===== config.mk =====
export PLATFORM = sky130hd
export DESIGN_NAME = two_relay_thermostat
export DESIGN_NICKNAME = d
export VERILOG_FILES = /design/src/rtl/trt_pkg.sv /design/src/rtl/two_relay_thermostat.sv /design/src/rtl/trt_cfg.sv /design/src/rtl/trt_core.sv
export SDC_FILE = /design/constraint.sdc
export NUM_CORES = 1
export LEC_CHECK = 0
export BUFFER_PORTS_ARGS = -buffer_cell sky130_fd_sc_hd__buf_4
export CORE_UTILIZATION = 35
export DETAILED_ROUTE_END_ITERATION = 8
export SLEW_MARGIN = 40
export SYNTH_ARGS = -nofsm -noshare
export SYNTH_HDL_FRONTEND = slang
export SYNTH_SLANG_ARGS = --single-unit

===== constraint.sdc =====
create_clock -name clk_i -period 16.9 [get_ports clk_i]
set_input_delay 5.07 -clock clk_i [delete_from_list [all_inputs] [get_ports clk_i]]
set_output_delay 5.07 -clock clk_i [all_outputs]
set_load 0.05 [all_outputs]

===== src/rtl/trt_pkg.sv =====
// Types, register map and reset constants of the two-relay thermostat.
package trt_pkg;

  localparam int unsigned AddrWidth = 5;
  localparam int unsigned DataWidth = 32;

  localparam logic [2:0] REG_TEMP_TRIM    = 3'd0;
  localparam logic [2:0] REG_HYSTERESIS   = 3'd1;
  localparam logic [2:0] REG_OFF_BAND     = 3'd2;
  localparam logic [2:0] REG_SETPOINT_MIN = 3'd3;
  localparam logic [2:0] REG_SETPOINT_MAX = 3'd4;

  localparam logic [7:0] RST_TEMP_TRIM    = 8'd37;
  localparam logic [7:0] RST_HYSTERESIS   = 8'd10;
  localparam logic [7:0] RST_OFF_BAND     = 8'd5;
  localparam logic [6:0] RST_SETPOINT_MIN = 7'd16;
  localparam logic [6:0] RST_SETPOINT_MAX = 7'd35;
  localparam logic [6:0] RST_SETPOINT     = 7'd24;

  typedef enum logic [1:0] {
    KIND_TEMP   = 2'd0,
    KIND_FAIL   = 2'd1,
    KIND_BUTTON = 2'd2
  } kind_e;

  typedef struct packed {
    logic [7:0] temp_trim;
    logic [7:0] hysteresis;
    logic [7:0] off_band;
    logic [6:0] setpoint_min;
    logic [6:0] setpoint_max;
  } cfg_t;

  typedef struct packed {
    logic [1:0]         kind;
    logic signed [11:0] raw_temperature;
    logic               up_button;
    logic               down_button;
  } item_t;

  typedef struct packed {
    logic               heat;
    logic               cool;
    logic               fault;
    logic [6:0]         setpoint;
    logic signed [11:0] temp;
  } status_t;

endpackage


===== src/rtl/two_relay_thermostat.sv =====
// Top level of the two-relay heat/cool thermostat.
// One transaction is accepted per clock unless the input stalls. Each
// is captured in an input register and applied to the state once no result
// waits or the waiting one is taken; the result stays until taken.
// While a result waits the input register takes one more transaction, then
// the input stalls until the result is taken. The state registers (relays,
// fault, setpoint, stored corrected temperature) are the result register.
// Write configuration over APB only while idle; block does not enforce it.
module two_relay_thermostat
  import trt_pkg::*;
(
  input  logic                 clk_i,
  input  logic                 rst_ni,
  input  logic                 psel,
  input  logic                 penable,
  input  logic                 pwrite,
  input  logic [AddrWidth-1:0] paddr,
  input  logic [DataWidth-1:0] pwdata,
  output logic [DataWidth-1:0] prdata,
  output logic                 pready,
  input  logic                 in_valid_i,
  output logic                 in_stall_o,
  input  logic [1:0]           kind_i,
  input  logic signed [11:0]   raw_temperature_i,
  input  logic                 up_button_i,
  input  logic                 down_button_i,
  output logic                 out_valid_o,
  input  logic                 out_stall_i,
  output logic                 heat_relay_o,
  output logic                 cool_relay_o,
  output logic                 sensor_fault_o,
  output logic [6:0]           setpoint_now_o,
  output logic signed [11:0]   corrected_temp_o
);

  cfg_t    cfg;
  status_t status;
  item_t   item_q;
  logic    in_valid_q, in_valid_d;
  logic    out_valid_q, out_valid_d;
  logic    advance;
  logic    fire;
  logic    accept;

  trt_cfg u_cfg (
    .clk_i   (clk_i),
    .rst_ni  (rst_ni),
    .psel    (psel),
    .penable (penable),
    .pwrite  (pwrite),
    .paddr   (paddr),
    .pwdata  (pwdata),
    .prdata  (prdata),
    .pready  (pready),
    .cfg_o   (cfg)
  );

  trt_core u_core (
    .clk_i    (clk_i),
    .rst_ni   (rst_ni),
    .fire_i   (fire),
    .item_i   (item_q),
    .cfg_i    (cfg),
    .status_o (status)
  );

  assign advance     = !out_valid_q || !out_stall_i;
  assign fire        = in_valid_q && advance;
  assign in_stall_o  = in_valid_q && !advance;
  assign accept      = in_valid_i && !in_stall_o;
  assign in_valid_d  = accept || (in_valid_q && !fire);
  assign out_valid_d = fire || (out_valid_q && out_stall_i);

  always_ff @(posedge clk_i or negedge rst_ni) begin
    if (!rst_ni) begin
      in_valid_q  <= 1'b0;
      out_valid_q <= 1'b0;
    end else begin
      in_valid_q  <= in_valid_d;
      out_valid_q <= out_valid_d;
    end
  end

  always_ff @(posedge clk_i) begin
    if (accept) begin
      item_q.kind            <= kind_i;
      item_q.raw_temperature <= raw_temperature_i;
      item_q.up_button       <= up_button_i;
      item_q.down_button     <= down_button_i;
    end
  end

  assign out_valid_o      = out_valid_q;
  assign heat_relay_o     = status.heat;
  assign cool_relay_o     = status.cool;
  assign sensor_fault_o   = status.fault;
  assign setpoint_now_o   = status.setpoint;
  assign corrected_temp_o = status.temp;

endmodule


===== src/rtl/trt_cfg.sv =====
// APB configuration registers of the thermostat.
module trt_cfg
  import trt_pkg::*;
(
  input  logic                 clk_i,
  input  logic                 rst_ni,
  input  logic                 psel,
  input  logic                 penable,
  input  logic                 pwrite,
  input  logic [AddrWidth-1:0] paddr,
  input  logic [DataWidth-1:0] pwdata,
  output logic [DataWidth-1:0] prdata,
  output logic                 pready,
  output cfg_t                 cfg_o
);

  cfg_t       cfg_q, cfg_d;
  logic [2:0] idx;
  logic       wr_en;

  assign idx    = paddr[AddrWidth-1:2];
  assign wr_en  = psel && penable && pwrite;
  assign pready = 1'b1;
  assign cfg_o  = cfg_q;

  always_comb begin
    cfg_d = cfg_q;
    if (wr_en) begin
      case (idx)
        REG_TEMP_TRIM:    cfg_d.temp_trim    = pwdata[7:0];
        REG_HYSTERESIS:   cfg_d.hysteresis   = pwdata[7:0];
        REG_OFF_BAND:     cfg_d.off_band     = pwdata[7:0];
        REG_SETPOINT_MIN: cfg_d.setpoint_min = pwdata[6:0];
        REG_SETPOINT_MAX: cfg_d.setpoint_max = pwdata[6:0];
        default:          cfg_d = cfg_q;
      endcase
    end
  end

  always_comb begin
    case (idx)
      REG_TEMP_TRIM:    prdata = {24'd0, cfg_q.temp_trim};
      REG_HYSTERESIS:   prdata = {24'd0, cfg_q.hysteresis};
      REG_OFF_BAND:     prdata = {24'd0, cfg_q.off_band};
      REG_SETPOINT_MIN: prdata = {25'd0, cfg_q.setpoint_min};
      REG_SETPOINT_MAX: prdata = {25'd0, cfg_q.setpoint_max};
      default:          prdata = '0;
    endcase
  end

  always_ff @(posedge clk_i or negedge rst_ni) begin
    if (!rst_ni) begin
      cfg_q.temp_trim    <= RST_TEMP_TRIM;
      cfg_q.hysteresis   <= RST_HYSTERESIS;
      cfg_q.off_band     <= RST_OFF_BAND;
      cfg_q.setpoint_min <= RST_SETPOINT_MIN;
      cfg_q.setpoint_max <= RST_SETPOINT_MAX;
    end else begin
      cfg_q <= cfg_d;
    end
  end

endmodule


===== src/rtl/trt_core.sv =====
// Thermostat state and single-pass update of relays, fault, setpoint and temperature.
module trt_core
  import trt_pkg::*;
(
  input  logic    clk_i,
  input  logic    rst_ni,
  input  logic    fire_i,
  input  item_t   item_i,
  input  cfg_t    cfg_i,
  output status_t status_o
);

  // returns {heat, cool}
  function automatic logic [1:0] eval_relays(
    input logic [1:0]         cur,
    input logic [6:0]         tgt,
    input logic signed [11:0] t,
    input logic [7:0]         hyst,
    input logic [7:0]         band
  );
    logic [10:0]        centre;
    logic signed [12:0] c13;
    logic signed [12:0] t13;
    logic signed [12:0] h13;
    logic signed [12:0] b13;
    logic [1:0]         res;
    centre = {1'b0, tgt, 3'b000} + {3'b000, tgt, 1'b0};
    c13    = $signed({2'b00, centre});
    t13    = $signed({t[11], t});
    h13    = $signed({5'd0, hyst});
    b13    = $signed({5'd0, band});
    res    = cur;
    if (t13 < c13 - h13) begin
      res = 2'b10;
    end else if (t13 > c13 + h13) begin
      res = 2'b01;
    end else if (t13 >= c13 - b13 && t13 <= c13 + b13) begin
      res = 2'b00;
    end
    return res;
  endfunction

  logic [1:0]         relay_q, relay_d;
  logic               fault_q, fault_d;
  logic [6:0]         target_q, target_d;
  logic signed [11:0] temp_q, temp_d;
  logic               up_held_q, up_held_d;
  logic               down_held_q, down_held_d;

  logic signed [12:0] corr;
  logic [6:0]         tgt_up;
  logic [1:0]         rel_up;

  always_comb begin
    relay_d     = relay_q;
    fault_d     = fault_q;
    target_d    = target_q;
    temp_d      = temp_q;
    up_held_d   = up_held_q;
    down_held_d = down_held_q;
    corr        = $signed({item_i.raw_temperature[11], item_i.raw_temperature})
                  - $signed({5'd0, cfg_i.temp_trim});
    tgt_up      = target_q;
    rel_up      = relay_q;
    case (item_i.kind)
      KIND_TEMP: begin
        temp_d  = (corr[12] != corr[11]) ? 12'sh800 : corr[11:0];
        fault_d = 1'b0;
        relay_d = eval_relays(relay_q, target_q, temp_d, cfg_i.hysteresis, cfg_i.off_band);
      end
      KIND_FAIL: begin
        fault_d = 1'b1;
        relay_d = 2'b00;
      end
      KIND_BUTTON: begin
        up_held_d   = item_i.up_button;
        down_held_d = item_i.down_button;
        if (item_i.up_button && !up_held_q && target_q < cfg_i.setpoint_max) begin
          tgt_up = target_q + 7'd1;
          if (!fault_q) begin
            rel_up = eval_relays(relay_q, tgt_up, temp_q, cfg_i.hysteresis, cfg_i.off_band);
          end
        end
        target_d = tgt_up;
        relay_d  = rel_up;
        if (item_i.down_button && !down_held_q && tgt_up > cfg_i.setpoint_min) begin
          target_d = tgt_up - 7'd1;
          if (!fault_q) begin
            relay_d = eval_relays(rel_up, target_d, temp_q, cfg_i.hysteresis, cfg_i.off_band);
          end
        end
      end
      default: begin
        relay_d = relay_q;
      end
    endcase
  end

  always_ff @(posedge clk_i or negedge rst_ni) begin
    if (!rst_ni) begin
      relay_q     <= 2'b00;
      fault_q     <= 1'b0;
      target_q    <= RST_SETPOINT;
      temp_q      <= '0;
      up_held_q   <= 1'b0;
      down_held_q <= 1'b0;
    end else if (fire_i) begin
      relay_q     <= relay_d;
      fault_q     <= fault_d;
      target_q    <= target_d;
      temp_q      <= temp_d;
      up_held_q   <= up_held_d;
      down_held_q <= down_held_d;
    end
  end

  assign status_o.heat     = relay_q[1];
  assign status_o.cool     = relay_q[0];
  assign status_o.fault    = fault_q;
  assign status_o.setpoint = target_q;
  assign status_o.temp     = temp_q;

endmodule


Yosys cells after proc, flatten, opt, wreduce, memory -nomap -nowiden
Index checks and enable logic that the tools add are counted.
{ "totals": {"reg_bits": 80, "inputBits": 60, "output_inout_bits": 57, "word_cells": 114} }
{ "classes": {"add_sub_neg": 18, "magnitude_cmp": 14, "eq_ne": 8, "muxes": 20, "reduce_logical": 37} }
{ "op_table": {"columns": ["cell", "count"], "rows": [
  ["$add 11x8->12", 6],
  ["$sub 11x8->12", 6],
  ["$pmux 8 s5", 1],
  ["$gt 12x13->1", 3],
  ["$le 12x13->1", 3],
  ["$ge 12x12->1", 3],
  ["$lt 12x12->1", 3],
  ["$add 10x8->11", 3],
  ["$mux 2", 13],
  ["$mux 7", 3],
  ["$reduce_and 2->1", 8],
  ["$logic_and 1x1->1", 14],
  ["$sub 12x9->13", 1],
  ["$mux 12", 1],
  ["$add 7x1->7 const B", 1],
  ["$gt 7x7->1", 1],
  ["$logic_not 1->1", 7],
  ["$lt 7x7->1", 1],
  ["$sub 7x1->7 const B", 1],
  ["$eq 3x2->1 const B", 2],
  ["$pmux 2 s3", 1],
  ["$ne 4x1->1 const B", 1],
  ["$eq 3x1->1 const B", 1],
  ["$eq 3x3->1 const B", 1],
  ["10 further kinds", 12]
]} }

Depth between registers and ports, before layout
Gate-level depths: netlist of run 1.
{ "logic_depth": {"ltp_word": 16, "ltp_mapped": 35, "ltp_nobuf": 33} }

By module
A second synthesis of run 1 with hierarchy kept.
{ "unflattened": {"cells_unflattened": 1422, "area_unflattened_um2": 12524.5} }
{ "modules_own_cells": {"columns": ["mod", "n_inst", "cells_each", "area_per_inst_um2", "seq_area_each_um2"], "rows": [
  ["trt_core", 1, 1246, 9969.6, 603.1],
  ["trt_cfg", 1, 152, 1981.9, 964.7],
  ["two_relay_thermostat", 1, 24, 573.0, 530.5]
]} }

Least setup slack after synthesis of run 1
OpenSTA, ideal clock, no wires.
{ "synth_path": {"path_kind": "input to output", "start": "input paddr[2]", "end": "output prdata[1]", "arrival_ps": 6635, "required_ps": 11830, "path_slack_ps": 5195, "cell_stages": 6, "n_path_buf": 2, "path_cell_list": "clkbuf_1 -> clkbuf_1 -> nand2_1 -> o21ai_0 -> a22oi_1 -> o22ai_1"} }
{ "synth_between": {"elab_chain_len": 2, "word_cells_on_any_way": 6, "classes_between": "eq/ne: 4; mux: 1; reduce/logical: 1"} }
{ "synth_lines": {"columns": ["element", "line", "text"], "rows": [
  ["start: declaration", "two_relay_thermostat.sv:17", "input logic [AddrWidth-1:0] paddr,"],
  ["$eq 3x3->1, or another cell as far along", "trt_cfg.sv:41", "case (idx)"],
  ["$pmux 8 s5 *", "trt_cfg.sv:41", null],
  ["end: declaration", "two_relay_thermostat.sv:19", "output logic [DataWidth-1:0] prdata,"]
]} }
Mark *: on every way between the ends. The rest lies on a longest branch, timed or not.

Worst setup path in the final report of run 1
Same ends and word-level chain as after synthesis.

==> results of run 1 <==
==> per-layer routing <==
metal  wire [um]  share of wire, %  up-vias
li1            -                 -     5272
met1       16700                46     5033
met2       16400                45      292
met3        2000               5.5       60
met4        1390               3.8        0
met5           0                 0        -
==> cells by family after synthesis <==
family	synth area share, %
simple gates	15.3
compound gates	19.1
fa+ha+maj	30.1
buf+inv	6.02
xor+xnor	10.1
flops	17.0
mux	2.28
other cells	0.0607
==> path summary, 6_finish.rpt <==
check | startpoint | slack (ns) | endpoint
worst max-delay path | paddr[2] | 5.52 | prdata[1]
worst min-delay path | u_core.down_held_q$_DFFE_PN0P_ | 0.50 | u_core.down_held_q$_DFFE_PN0P_
worst max register to register | u_core.target_q[1]$_DFFE_PN0P_ | 9.47 | u_core.relay_q[1]$_DFFE_PN0P_
worst min register to register | u_core.down_held_q$_DFFE_PN0P_ | 0.50 | u_core.down_held_q$_DFFE_PN0P_
max in group asynchronous | rst_ni | 11.73 | u_cfg.cfg_o[2]$_DFFE_PN0P_
min in group asynchronous | rst_ni | 4.70 | in_valid_q$_DFF_PN0_
==> layout make-up <==
| type | count | area (um^2) | area share (%) |
|---|---|---|---|
| Multi-Input combinational cell | 1265 | 9690 | 70.9 |
| Sequential cell | 80 | 2100 | 15.4 |
| Timing Repair Buffer | 76 | 574 | 4.20 |
| Tap cell | 455 | 569 | 4.17 |
| Inverter | 109 | 409 | 3.00 |
| Clock buffer | 12 | 267 | 1.95 |
| Clock inverter | 4 | 56.3 | 0.412 |
==> state kept, by name, indices dropped and copies added, names as in the netlist <==
register / flops
item_q: 16
u_core.down_held_q: 1
u_core.temp_q: 12
u_core.fault_q: 1
u_core.relay_q: 2
u_core.target_q: 7
out_valid_o: 1
u_cfg.cfg_o: 38
in_valid_q: 1
u_core.up_held_q: 1
==> synth_stat cells, drive strengths merged, types with 7 or more instances <==
cell and n:
nor2 145, inv 109, o21bai 33, or3 10, edfxtp 16, a21oi 102
xor2 28, mux2i 8, buf 34, o21ai 110, a31oi 11, o21a 17
nand2 105, nand4 11, o31ai 10, o211ai 7, nor4 7, nand2b 25
a22oi 13, nand3 20, o22ai 11, a21o 25, dfrtp 51, dfstp 13
nor2b 27, xnor2 111, fa 15, ha 274, nor3 25, mux2 18
clkbuf 27
==> per-stage QoR <==
stage / utilization (%) / instance area [um^2] / setup WS (ns)
after floorplan: - / 12500 / 5.19
after global placement: 38.3 / 13300 / 5.56
after detailed placement: 38.4 / 13300 / 5.56
after CTS: 39.3 / 13600 / 5.56
after global routing: 39.3 / 13700 / 5.41
final: 39.3 / 13700 / 5.52
==> reports/qor.csv, run 1 <==
stage;metric;value;unit
logic_synthesis;synth.top_cell.area_share;27.7;%
logic_synthesis;synth_top_area_cell;ha_1;
die;die_h;190;um
layout;layout.cells.non_filler;2001;
setup_path;cp.arrival;6.31;ns
setup_path;path_max_fanout;21;
grt;grt_use_met1;26.5;%
grt;grt_pass1_wl;55700;um
layout;final_nets;1890;
place;place_hpwl;29100;um
grt;grt_usage;20.2;%
setup_path;cp_top_family;buffers and inverters;
grt;grt_use_met2;33.1;%
route;drt-total-wl;36500;um
setup_path;max_stage_delay;0.34;ns
outcome;status;completed;
logic_synthesis;ys_types;79;
place;gp_congestion;0.893;
layout;num-fill-cells;3585;
logic_synthesis;yosys_warnings;0;
logic_synthesis;synthCells;1482;
grt;grt.busiest_layer;met2;
min_path;hold_depth;1;
clocking;root_buffer;clkbuf_16;
clocking;tritoncts;built;
clocking;hold_buffers;0;
setup_path;rr_worst_depth;29;
timing;tns;0;ns
setup_path;crit_type;primary input to primary output;
logic_synthesis;synth.avg_cell_area;8.35;um^2
timing;worst_pin_slew;0.835;ns
timing;maxSlewViolCount;0;
die;fp.dieW;190;um
setup_path;cp-start-kind;primary input;
grt;overflow;0;
timing;min_period_over_period;67.3;%
clocking;post_cts_buffers;0;
setup_path;worst-path-stages;6;
timing;slew-limit-headroom;44.3;%
place;placed_cells;1985;
place;portBuffers;65;
layout;syn_to_final_growth;10.4;%
timing;holdWs;0.503;ns
logic_synthesis;ys_seq_elements;80;
layout;antenna_cells;0;
timing;rsz0062_at_grt;false;
setup_path;cp_slowest_cell;nor2_1;
route;ant_nets;0;
setup_path;cp_data_required_time;11.83;ns
clocking;cts_buffers;9;
setup_path;worstSetupEndpointType;primary output;
route;wire_per_inst;18.2;um
logic_synthesis;seq_area_frac_synth;17.0;%
layout;drive_gt1_share;9.51;%
die;start_util;35.7;%
die;ios;117;
logic_synthesis;synth-edff-count;16;
die;dieArea;0.0361;mm^2
logic_synthesis;ys.flop_type;dfrtp_1;
route;drc;0;
clocking;clkTransAtPathRegs;0.07;ns
route;drt_iter0_drc;551;
min_path;worstHoldPathType;flop to flop;
grt;grt_max_degree;65;
logic_synthesis;synthArstFlopShare;80.0;%
logic_synthesis;synth.top_cells.by_area;ha_1 (28%), dfrtp_1 (10%), xnor2_1 (7.7%);
die;fp.coreArea;0.0347;mm^2
timing;max_freq;0.0879;GHz
grt;met3_usage;2.90;%
clocking;clkSinkCount;80;
layout;mostFrequentLayoutCells;ha_1 (274), nor2_1 (145), inv_1 (108);
timing;hold_viol;0;
flow_run;maxCapViolCount;0;
route;dr.pass1.iters;5;
timing;fin_skew;0.00999;ns
clocking;clk_latency;0.35;ns
setup_path;critPathBufInv;3;
clocking;cts_buffer_depth;2;
clocking;postCtsResizedCells;0;
timing;fin_crit;11.38;ns
setup_path;cp_common_cell;buf_4;
logic_synthesis;synth_area;0.0124;mm^2
route;vias;10657;
grt;antenna_found_initial;0;
layout;layout_commonest_cell;ha_1;
setup_path;cp_cell_sequence;buf_4, inv_1, nor2_1, a22oi_1, o22ai_1, buf_4;
route;via_per_inst;5.33;
grt;grt_pass1_vias;10307;
die;rows;68;
clocking;h-tree-depth;3;
timing;setup_viol;0;
Power of run 1 is not shown: default switching activity piles up to over one toggle a cycle in this logic, so the estimate is an artifact.
==> run 2: changes to the inputs <==
Clock period 16.9 ns to 10.21 ns, I/O delays scaled along.
==> run 2 against run 1 <==
  * Cell area increased by 0.21%
  * First-iteration DRC count grew 29%
  * Register-to-register slack worse by 6.7 ns
==> reports/qor.csv, run 2 (synthesis gave the netlist of run 1 again) <==
stage;metric;value;unit
clocking;clkTransAtPathRegs;0.07;ns
setup_path;path_max_fanout;12;
layout;syn_to_final_growth;10.6;%
route;ant_nets;0;
timing;slew-limit-headroom;45.4;%
setup_path;worstSetupEndpointType;flop;
clocking;cts_buffer_depth;2;
clocking;h-tree-depth;3;
setup_path;max_stage_delay;0.68;ns
grt;grt_max_degree;65;
timing;fin_skew;0.00734;ns
flow_run;maxCapViolCount;0;
grt;grt_pass1_wl;55700;um
clocking;post_cts_buffers;0;
route;drc;0;
clocking;postCtsResizedCells;0;
grt;grt_usage;20.3;%
route;wire_per_inst;18.3;um
route;dr.pass1.iters;5;
route;drt-total-wl;36600;um
layout;largest_reg_flops;38;
clocking;clk_latency;0.36;ns
grt;grt_pass1_vias;10120;
place;place_hpwl;28600;um
timing;max_freq;0.134;GHz
die;start_util;35.7;%
die;fp.coreArea;0.0347;mm^2
setup_path;cp-start-kind;flop;
layout;final_nets;1889;
clocking;hold_buffers;0;
layout;layout_commonest_cell;ha_1;
clocking;cts_buffers;9;
die;rows;68;
die;dieArea;0.0361;mm^2
outcome;status;completed;
timing;fin_crit;7.45;ns
clocking;root_buffer;clkbuf_16;
route;via_per_inst;5.34;
layout;mostFrequentLayoutCells;ha_1 (274), nor2_1 (145), inv_1 (108);
layout;utilization;39.4;%
clocking;tritoncts;built;
timing;hold_viol;0;
clocking;clkSinkCount;80;
layout;layout.cells.non_filler;2000;
setup_path;cp_data_required_time;10.45;ns
timing;min_period_over_period;73.0;%
min_path;worstHoldPathType;flop to flop;
setup_path;cp.arrival;7.69;ns
setup_path;crit_type;flop to flop;
timing;rsz0062_at_grt;false;
layout;antenna_cells;0;
setup_path;cp_common_cell;ha_1;
die;die_h;190;um
grt;antenna_found_initial;0;
route;vias;10688;
die;fp.dieW;190;um
timing;maxSlewViolCount;0;
timing;tns;0;ns
die;ios;117;
timing;setup_viol;0;
place;gp_congestion;0.922;
layout;drive_gt1_share;9.51;%
setup_path;cp_slowest_cell;dfrtp_1;
grt;overflow;0;
route;drt_iter0_drc;712;
timing;worst_pin_slew;0.813;ns
place;portBuffers;65;
layout;num-fill-cells;3540;
place;placed_cells;1984;
-- run 2: cell count changes in the layout (fill, tap and decap cells not counted), sizes merged --
cell	delta
bufinv	+2
inv	-1
clkinvlp	+1
buf	-1
clkbuf	-3
clkinv	+1
-- run 2: path summary, 6_finish.rpt --
| path | to | slack, ns | start | cells past startpoint |
|---|---|---|---|---|
| setup / recovery | u_core.relay_q[1]$_DFFE_PN0P_ | 2.76 | u_core.target_q[1]$_DFFE_PN0P_ | 29 |
| hold / removal | u_core.down_held_q$_DFFE_PN0P_ | 0.50 | u_core.down_held_q$_DFFE_PN0P_ | 1 |
| setup reg to reg | u_core.relay_q[1]$_DFFE_PN0P_ | 2.76 | u_core.target_q[1]$_DFFE_PN0P_ | 29 |
| hold reg to reg | u_core.down_held_q$_DFFE_PN0P_ | 0.50 | u_core.down_held_q$_DFFE_PN0P_ | 1 |
| max in group asynchronous | u_core.target_q[2]$_DFFE_PN0P_ | 7.06 | rst_ni | 1 |
| min in group asynchronous | out_valid_o$_DFF_PN0_ | 2.69 | rst_ni | 1 |
-- run 2: area by class of cell --
type | count | area [um^2] | share of cell area (%)
flip-flops and latches | 80 | 2100 | 15.3
clock inverters | 7 | 126 | 0.923
clock buffers | 9 | 225 | 1.65
inverters | 109 | 409 | 2.99
well taps | 455 | 569 | 4.16
repair buffers | 75 | 567 | 4.14
multi-input cells | 1265 | 9690 | 70.8
-- run 2: worst max-delay path, delay by kind of cell (launching register included) --
| kind | cells | cell delay (ns) |
|---|---|---|
| flip-flops | 1 | 0.68 |
| XOR/XNOR | 3 | 1.33 |
| adder cells (fa/ha/maj) | 4 | 1.21 |
| buffers and inverters | 3 | 0.75 |
| AND/OR/NAND/NOR | 9 | 1.04 |
| AO/OA/AOI/OAI | 9 | 2.06 |
| multiplexers | 1 | 0.26 |
-- run 2: stage by stage --
stage / hold slack, ns / setup WS, ns / area [um^2]
final: 0.505 / 2.76 / 13700
after CTS: 0.508 / 2.75 / 13700
after detailed placement: 0.491 / 2.79 / 13300
after global routing: 0.525 / 2.18 / 13700
after global placement: 0.479 / 2.90 / 13300
after floorplan: 0.470 / 2.52 / 12500
-- run 2: per-layer routing --
metal	GRT usage (%)	routed length, um	up-vias	part of all wire (%)
li1	-	-	5271	-
met1	26.6	16700	5032	46
met2	33.2	16500	328	45
met3	3.15	2120	57	5.8
met4	7.97	1260	0	3.4
met5	0	0	-	0
Power of run 2 is left out for the same reason.
